[src/hdl/bassr_pkg.sv]
`timescale 1ns / 1ps
`default_nettype none
// ---------------------------------------------------------------------------
// bassr_pkg
// Shared types and constants for the bit-aligned sync search and realigner.
// ---------------------------------------------------------------------------
package bassr_pkg;

	// Default sync pattern (block magic) and default offset counter width
	localparam logic [47:0] SYNC_PATTERN_DEFAULT = 48'h314159265359;
	localparam int          OFFSET_BITS_DEFAULT  = 32;

	// Result kinds
	localparam logic [1:0] KIND_SYNC_FOUND = 2'd0;
	localparam logic [1:0] KIND_DATA       = 2'd1;
	localparam logic [1:0] KIND_NOT_FOUND  = 2'd2;

	// Result queue depth: one held result plus room for two more
	localparam int QUEUE_DEPTH = 3;

	typedef struct packed {
		logic [1:0]  kind;
		logic [7:0]  byte_val;
		logic [31:0] offset;
		logic [2:0]  shift;
		logic        final_flag;
	} result_t;

endpackage

`default_nettype wire

[src/hdl/bit_aligned_sync_search_realign.sv]
`timescale 1ns / 1ps
`default_nettype none
// ---------------------------------------------------------------------------
// bit_aligned_sync_search_realign
// Bit-aligned 48-bit sync search over a byte stream, with realigned output.
// ---------------------------------------------------------------------------
// The block takes one byte per clock cycle while in_ready is high. Each accepted byte
// is shifted into a seven-byte window that is compared against the sync pattern at
// all eight bit offsets in parallel, in the same cycle as the state update; the lowest
// shift that fits wins. The zero to two results a byte causes are written into a
// three-entry registered result queue and presented on the output from its head.
// in_ready depends only on the queue fill: it is high while the queue holds at most
// one result, so with the output side always ready a new byte is taken every cycle,
// and after a byte that causes two results (the last byte with a non-zero shift) the
// input pauses until the queue drains to one result. Configuration writes are taken
// at once (cfg_ready is always high) and should be made only while the block is idle.
// ---------------------------------------------------------------------------
module bit_aligned_sync_search_realign
	import bassr_pkg::*;
#(
	parameter int OFFSET_BITS = OFFSET_BITS_DEFAULT
) (
	input  wire logic        clk,
	input  wire logic        arst_n,
	// Configuration write channel
	input  wire logic        cfg_valid,
	output logic             cfg_ready,
	input  wire logic [47:0] cfg_data,
	// Input byte channel
	input  wire logic        in_valid,
	output logic             in_ready,
	input  wire logic [7:0]  data_byte,
	input  wire logic        is_last,
	// Result channel
	output logic             out_valid,
	input  wire logic        out_ready,
	output logic [1:0]       result_kind,
	output logic [7:0]       aligned_byte,
	output logic [31:0]      sync_offset,
	output logic [2:0]       sync_shift,
	output logic             final_item
);

	localparam int OFF_W = (OFFSET_BITS > 32) ? OFFSET_BITS : 32;

	// Registers
	logic [47:0]            pattern_q;
	logic [55:0]            window_q;
	logic [OFFSET_BITS-1:0] seen_q;
	logic                   found_q;
	logic [2:0]             shift_q;
	result_t                queue_q [QUEUE_DEPTH];
	logic [1:0]             fill_q;

	// Next-state and result logic
	logic [55:0]            window_n;
	logic [OFFSET_BITS-1:0] seen_n;
	logic [7:0]             match_vec;
	logic                   match_any;
	logic [2:0]             match_shift;
	logic [OFFSET_BITS-1:0] match_off;
	logic [OFF_W-1:0]       match_off_w;
	logic [31:0]            match_off_sat;
	logic [7:0]             realigned;
	logic [7:0]             padded;
	result_t                res0;
	result_t                res1;
	logic [1:0]             res_count;
	logic                   push;
	logic                   pop;
	logic [1:0]             base;
	result_t                queue_n [QUEUE_DEPTH];

	assign cfg_ready = 1'b1;
	assign in_ready  = (fill_q <= 2'd1);
	assign push      = in_valid & in_ready;
	assign pop       = out_valid & out_ready;

	// Shift in the new byte and advance the saturating byte count
	assign window_n = {window_q[47:0], data_byte};
	assign seen_n   = (seen_q == '1) ? seen_q : seen_q + 1'b1;

	// Compare the pattern at all eight bit offsets
	always_comb begin
		match_vec[0] = (window_n[47:0] == pattern_q);
		for (int i = 1; i < 8; i++) begin
			match_vec[i] = (window_n[55-i -: 48] == pattern_q);
		end
	end

	// Pick the lowest fitting shift
	always_comb begin
		match_shift = 3'd0;
		for (int i = 7; i >= 0; i--) begin
			if (match_vec[i]) begin
				match_shift = 3'(i);
			end
		end
	end

	assign match_any = (|match_vec) & (seen_n >= OFFSET_BITS'(7));

	// Offset of the byte holding the first pattern bit, saturated to 32 bits
	assign match_off   = seen_n - ((match_shift == 3'd0) ? OFFSET_BITS'(6) : OFFSET_BITS'(7));
	assign match_off_w = OFF_W'(match_off);
	assign match_off_sat = (match_off_w > OFF_W'(32'hFFFF_FFFF)) ? 32'hFFFF_FFFF
	                                                              : match_off_w[31:0];

	// Realigned byte from the window and the padded final byte
	assign realigned = (shift_q == 3'd0) ? data_byte : window_n[6'd15 - 6'(shift_q) -: 8];
	assign padded    = (found_q) ? 8'(data_byte << shift_q) : 8'(data_byte << match_shift);

	// Build the results of this request
	always_comb begin
		res0      = '0;
		res1      = '0;
		res_count = 2'd0;
		if (found_q) begin
			res0.kind       = KIND_DATA;
			res0.byte_val   = realigned;
			res0.final_flag = is_last & (shift_q == 3'd0);
			res_count       = 2'd1;
			if (is_last && shift_q != 3'd0) begin
				res1.kind       = KIND_DATA;
				res1.byte_val   = padded;
				res1.final_flag = 1'b1;
				res_count       = 2'd2;
			end
		end else if (match_any) begin
			res0.kind       = KIND_SYNC_FOUND;
			res0.offset     = match_off_sat;
			res0.shift      = match_shift;
			res0.final_flag = is_last & (match_shift == 3'd0);
			res_count       = 2'd1;
			if (is_last && match_shift != 3'd0) begin
				res1.kind       = KIND_DATA;
				res1.byte_val   = padded;
				res1.final_flag = 1'b1;
				res_count       = 2'd2;
			end
		end else if (is_last) begin
			res0.kind       = KIND_NOT_FOUND;
			res0.final_flag = 1'b1;
			res_count       = 2'd1;
		end
	end

	// Advance the queue on a pop and append new results behind the survivors
	always_comb begin
		base = fill_q - {1'b0, pop};
		for (int i = 0; i < QUEUE_DEPTH; i++) begin
			if (pop && i < QUEUE_DEPTH - 1) begin
				queue_n[i] = queue_q[i+1];
			end else begin
				queue_n[i] = queue_q[i];
			end
		end
		if (push && res_count != 2'd0) begin
			queue_n[base] = res0;
		end
		if (push && res_count == 2'd2) begin
			queue_n[2'(base + 2'd1)] = res1;
		end
	end

	// Hold the sync pattern register
	always_ff @(posedge clk or negedge arst_n) begin
		if (!arst_n) begin
			pattern_q <= SYNC_PATTERN_DEFAULT;
		end else if (cfg_valid && cfg_ready) begin
			pattern_q <= cfg_data;
		end
	end

	// Update the stream state; drop it after the last byte
	always_ff @(posedge clk or negedge arst_n) begin
		if (!arst_n) begin
			window_q <= '0;
			seen_q   <= '0;
			found_q  <= 1'b0;
			shift_q  <= 3'd0;
		end else if (push) begin
			if (is_last) begin
				window_q <= '0;
				seen_q   <= '0;
				found_q  <= 1'b0;
				shift_q  <= 3'd0;
			end else begin
				window_q <= window_n;
				seen_q   <= seen_n;
				if (!found_q && match_any) begin
					found_q <= 1'b1;
					shift_q <= match_shift;
				end
			end
		end
	end

	// Queue fill count
	always_ff @(posedge clk or negedge arst_n) begin
		if (!arst_n) begin
			fill_q <= 2'd0;
		end else begin
			fill_q <= fill_q - {1'b0, pop} + (push ? res_count : 2'd0);
		end
	end

	// Queue payload
	always_ff @(posedge clk) begin
		for (int i = 0; i < QUEUE_DEPTH; i++) begin
			queue_q[i] <= queue_n[i];
		end
	end

	// Present the queue head
	assign out_valid    = (fill_q != 2'd0);
	assign result_kind  = queue_q[0].kind;
	assign aligned_byte = queue_q[0].byte_val;
	assign sync_offset  = queue_q[0].offset;
	assign sync_shift   = queue_q[0].shift;
	assign final_item   = queue_q[0].final_flag;

	// Assertions
	a_fill_bound: assert property (@(posedge clk) disable iff (!arst_n)
		fill_q <= 2'd3)
		else $error("result queue overfilled");

	a_last_clears: assert property (@(posedge clk) disable iff (!arst_n)
		(push && is_last) |=> (!found_q && seen_q == '0))
		else $error("stream state not cleared after last byte");

	a_report_sets_found: assert property (@(posedge clk) disable iff (!arst_n)
		(push && !found_q && match_any && !is_last) |=> (found_q && shift_q == $past(match_shift)))
		else $error("sync report did not lock the shift");

	a_push_visible: assert property (@(posedge clk) disable iff (!arst_n)
		(push && res_count != 2'd0) |=> out_valid)
		else $error("pushed result not presented");

endmodule

`default_nettype wire

[config.mk]
export PLATFORM = sky130hd
export DESIGN_NAME = bit_aligned_sync_search_realign
export DESIGN_NICKNAME = d
export VERILOG_FILES = /design/src/hdl/bassr_pkg.sv /design/src/hdl/bit_aligned_sync_search_realign.sv
export SDC_FILE = /design/constraint.sdc
export NUM_CORES = 1
export LEC_CHECK = 0
export BUFFER_PORTS_ARGS = -buffer_cell sky130_fd_sc_hd__buf_2
export CAP_MARGIN = 20
export CORE_MARGIN = 4
export CORE_UTILIZATION = 35
export DETAILED_ROUTE_END_ITERATION = 8
export GPL_ROUTABILITY_DRIVEN = 0
export MAX_ROUTING_LAYER = met4
export PLACE_DENSITY_LB_ADDON = 0.25
export SLEW_MARGIN = 20
export SYNTH_ARGS = -nofsm -noshare
export SYNTH_HDL_FRONTEND = slang
export SYNTH_SLANG_ARGS = --single-unit
[constraint.sdc]
create_clock -name clk -period 5.28 [get_ports clk]
set_input_delay 0.528 -clock clk [delete_from_list [all_inputs] [get_ports clk]]
set_output_delay 0.528 -clock clk [all_outputs]
set_load 0.005 [all_outputs]
* Yosys cells after proc, flatten, opt, wreduce, memory -nomap -nowiden *
Memory sizes are Yosys's and may differ from the RTL's.
Cells that the tools add are included.

storage, ports and cells
  register bits = 134
  bits in writable memories = 138
  input port bits = 62
  output and inout bits = 49
  logic and storage cells = 109
  memories = 1

cells by class
  add/sub/neg operators = 6
  $lt $le $gt $ge = 7
  equality and inequality tests = 10
  shift-type cells = 3
  muxes and demuxes = 52
  bitwise logic cells = 7
  reductions and logical operators = 17

memory list
  memory   words  bits a word  rd ports  clocked after Yosys merged registers in  wr ports  line                                   source
  queue_q  3      46           3         0                                        3         bit_aligned_sync_search_realign.sv:52  result_t queue_q [QUEUE_DEPTH];

operators by type and width
  operator               number
  $eq 48x48->1           8
  $bwmux 138             2
  $mux 138               2
  $demux 46 s2           2
  $mux 46                4
  $mux 32                3
  $mux 35                2
  $shiftx 63x7->8        1
  $mux 48                1
  $add 32x1->32 const B  1
  $eq 32x32->1 const B   1
  $ge 32x3->1 const B    1
  $gt 32x32->1 const B   1
  $sub 32x3->32          1
  $mux 3                 10
  $mux 9                 3
  $mux 8                 3
  $mux 2                 8
  $shl 8x3->8            2
  $mux 1                 11
  $mux 10                1
  $reduce_or 8->1        1
  $logic_and 1x1->1      7
  $ge 3x3->1 const B     2
  14 further kinds       24

* Logic depth before layout (Yosys ltp) *
  depth in word-level cells = 20
  depth in mapped cells = 17
  mapped depth without buffers = 16

* Worst setup path before layout *
No wires, ideal clock.

  path type = reg2reg
  start point = register seen_q[0]
  end point = register fill_q[1]
  library setup time = 125 ps
  data arrival time = 4364 ps
  path slack = 791 ps
  stages on the path, launching flop included = 17
  path buffers = 4
  cell sequence = dfrtp_1 ha_1 nand3_2 or4_1 buf_2 o21ai_2 mux2i_1 nand4_2 or4_1 buf_2 o31a_1 buf_6 clkbuf_1 o211a_1 ha_1 xnor2_1 xnor2_1

on the way
  cells in the longest elaborated chain, start to end = 8
  elaborated cells between the ends (all ways) = 9
  those cells by class = 2 x add/sub; 1 x order compare; 1 x eq/ne; 4 x mux; 1 x bitwise

RTL lines
  what                                                  line                                    source
  start: declaration                                    bit_aligned_sync_search_realign.sv:49   logic [OFFSET_BITS-1:0] seen_q;
  start signal: assignment                              bit_aligned_sync_search_realign.sv:190  seen_q <= seen_n;
  $add 32x1->32 / $eq 32x32->1 (equally long branches)  bit_aligned_sync_search_realign.sv:81   assign seen_n = (seen_q == '1) ? seen_q : seen_q + 1'b1;
  $mux 32 *                                             bit_aligned_sync_search_realign.sv:81
  $ge 32x3->1 *                                         bit_aligned_sync_search_realign.sv:101  assign match_any = (|match_vec) & (seen_n >= OFFSET_BITS'(7));
  $and 1x1->1 *                                         bit_aligned_sync_search_realign.sv:101
  $mux 2 *                                              bit_aligned_sync_search_realign.sv:129  end else if (match_any) begin
  $mux 2 *                                              bit_aligned_sync_search_realign.sv:118  if (found_q) begin
  $mux 2 *                                              bit_aligned_sync_search_realign.sv:204  fill_q <= fill_q - {1'b0, pop} + (push ? res_count : 2'd0);
  $add 2x2->2 *                                         bit_aligned_sync_search_realign.sv:204
  end signal: assignment                                bit_aligned_sync_search_realign.sv:204
  end: declaration                                      bit_aligned_sync_search_realign.sv:53   logic [1:0] fill_q;

Mark *: on every way between the ends. The rest lies on a longest branch, timed or not.
A chain may end at the register's enable or synchronous reset.

==> impl_metrics.json <==
{
  "fp-row-count": 85,
  "grt_max_degree": 97,
  "final-setup-viol-count": 0,
  "dr.pass1.iters": 5,
  "register_area_um2": 6130,
  "slowest_delay_ps": 790,
  "rsz0062_at_grt": "no",
  "path_cells": "xor2_1 -> nor4_1 -> nand4_1 -> nor3_1 -> nor4b_1 -> a31oi_1 -> ha_1 -> inv_1 -> ha_1 -> nand3b_1 -> nand4_1 -> o21ai_0 -> nand3_1 -> a21oi_1 -> nor2_1 -> a211oi_1",
  "tightest_slew_ps": 943.9,
  "timing.rr.end": "queue_q[0][58]",
  "critPathMaxFanout": 10,
  "post-route-util": 0.3940,
  "syn_area_um2": 19130,
  "r2r_cells": 16,
  "cts_tree": "yes",
  "crit_start": "window_q[16]",
  "finalPower_mw": 9.502,
  "synth_fp_nets": 2314,
  "drv_slew": 0,
  "via_per_inst": 5.775,
  "multi_input_area_um2": 11740,
  "ant_nets": 0,
  "cts_max_level": 2,
  "end_kind": "flop",
  "cts.sinks": 271,
  "path_buf_inv": 1,
  "overflow": 0,
  "drive_gt1_frac": 0.1686,
  "endpoint": "queue_q[0][58]",
  "mostFrequentLayoutCells": "nand2_1 (295), xor2_1 (255), xnor2_1 (179)",
  "syn_inst": 2247,
  "period_share": 0.9431,
  "dp.cells": 2863,
  "yosysUniqueCellTypes": 74,
  "final_common_cell": "nand2_1",
  "cts.hold.buffers_added": 0,
  "core_um2": 53920,
  "power.leakage_nw": 8.982,
  "wl_mm": 64.92,
  "wl_per_cell_um": 22.19,
  "hpwl_mm": 44.32,
  "clock_skew_ps": 19.03,
  "hold_path_class": "in2async",
  "path_clk_slew_ps": 50,
  "synth_edf_count": 0,
  "dieArea_um2": 58470,
  "slew_headroom": 0.3707,
  "critPathArrivalTime_ps": 5440,
  "crit_type": "reg2reg",
  "dpl_cell_area_um2": 20030,
  "r2r_start": "window_q[16]",
  "cp_top_family": "simple AND/OR/NAND/NOR gates",
  "crit_cells": 16,
  "timing.fmax_mhz": 200.8,
  "hold-worst-slack_ps": 54.90,
  "finalSetupTns_ps": 0,
  "cpMaxStageDelayCell": "dfrtp_1",
  "grt.total_usage": 0.2200,
  "drt_iter0_drc": 1731,
  "area_growth_pct": 11.05,
  "synth_seq_cells": 271,
  "fin_area_um2": 21250,
  "finalCriticalPeriod_ps": 4979,
  "max-vdd-ir-drop_mv": 0.2261,
  "layout_setup_ws_ps": 300.5,
  "crit_path_start_kind": "flop",
  "status": "completed",
  "post_layout_nonfiller_instances": 2926,
  "cap_violations": 0,
  "insertion_delay_ps": 550,
  "synth_warnings": 0,
  "nNetsFinal": 2272,
  "chipHeight_um": 241.8,
  "io_buffers": 109,
  "syn_area_per_cell_um2": 8.515,
  "dp_slack_ps": 314.4,
  "clk_path_buf_depth": 3,
  "ys_seq_area_frac": 0.3197,
  "async_reset_ff_frac": 0.4908,
  "powerDensity_nw_per_um2": 447.2,
  "grt_pass1_wl_mm": 100.7,
  "hold_violations": 0,
  "ys.flop_type": "dfxtp_1",
  "fillers": 5400,
  "route.detailed.drc": 0,
  "pin_count": 111,
  "num_vias": 16900,
  "dieWidth_um": 241.8,
  "r2r_slack_ps": 300,
  "crit_required_ps": 5740,
  "cts_root_buffer": "clkbuf_16",
  "numCtsBuffers": 34,
  "antenna_found_initial": 1,
  "n_antenna_cell": 0,
  "grt_pass1_vias": 16400,
  "start_util": 0.3548
}
[area by class of cell]
cell class,instances,area share
Multi-Input combinational cell,1693,0.5525
Sequential cell,271,0.2885
Timing Repair Buffer,193,0.06107
Clock buffer,46,0.04652
Tap cell,696,0.04099
Clock inverter,15,0.008303
Inverter,12,0.002120
[synthesized netlist by cell type (all sizes together) (31+ instances only)]
library cell / instances / share of area
nand2: 297 / 0.058
xor2: 255 / 0.12
xnor2: 179 / 0.082
clkbuf: 160 / 0.031
dfxtp: 138 / 0.14
dfrtp: 113 / 0.15
buf: 111 / 0.035
nor2: 100 / 0.020
mux2i: 96 / 0.050
nor4: 84 / 0.028
a211oi: 78 / 0.031
o21ai: 73 / 0.021
nand4: 70 / 0.024
a21oi: 68 / 0.018
mux2: 60 / 0.035
nand3: 51 / 0.014
nand3b: 49 / 0.019
and3: 31 / 0.010
[cell families (layout without fill, tap and decap cells)]
family	Yosys count	after routing	share of synthesized area
simple gates	771	771	0.2031
xor+xnor	434	434	0.1987
compound gates	318	318	0.1114
buf+inv	283	266	0.06873
flops	271	271	0.3197
mux	164	164	0.09496
fa+ha+maj	5	5	0.003270
other cells	1	1	0.0001960
[where the power goes]
group          leakage (nW)  internal, mW  switching [mW]  total (mW)
clock                 0.576          1.47           0.971        2.44
combinational          5.59          1.72            1.84        3.56
sequential             2.82          2.56           0.933        3.50
total                  8.98          5.76            3.74        9.50
[metal layers]
layer	share of wire	vias up	global-route usage
met4	0.040	0	0.07444
met3	0.084	218	0.04642
met2	0.44	809	0.3344
met1	0.44	8209	0.2924
met5	0	-	-
li1	-	7662	-
[how the worst min path moves through the flow]
stage                               start  slack (ps)              end
after global routing               arst_n         140     window_q[44]
after detailed placement   queue_q[0][96]         450   queue_q[0][96]
after CTS                          arst_n         100    pattern_q[36]
after floorplan                    arst_n         230        fill_q[0]
final                              arst_n          50    pattern_q[36]
after global placement    queue_q[0][109]         440  queue_q[0][109]
[worst register-to-register path: stages, from the launching register on]
cell and delay, ps:
dfrtp_1 790, xor2_1 150, nor4_1 510, nand4_1 180, nor3_1 510, nor4b_1 210, a31oi_1 480, ha_1 290
inv_1 50, ha_1 200, nand3b_1 170, nand4_1 250, o21ai_0 350, nand3_1 120, a21oi_1 330, nor2_1 90
a211oi_1 210
[flip-flops by register name, indices dropped and copies added, names as in the netlist]
signal	flops
queue_q	138
pattern_q	48
window_q	47
seen_q	32
shift_q	3
fill_q	2
found_q	1
[repair_timing]
| item | CTS | global route |
|---|---|---|
| endpoints found under the setup margin | 0 | 6 |
| buffers inserted | 0 | 2 |
| resized for setup | 0 | 12 |
Power figures use the tool's default switching activity.
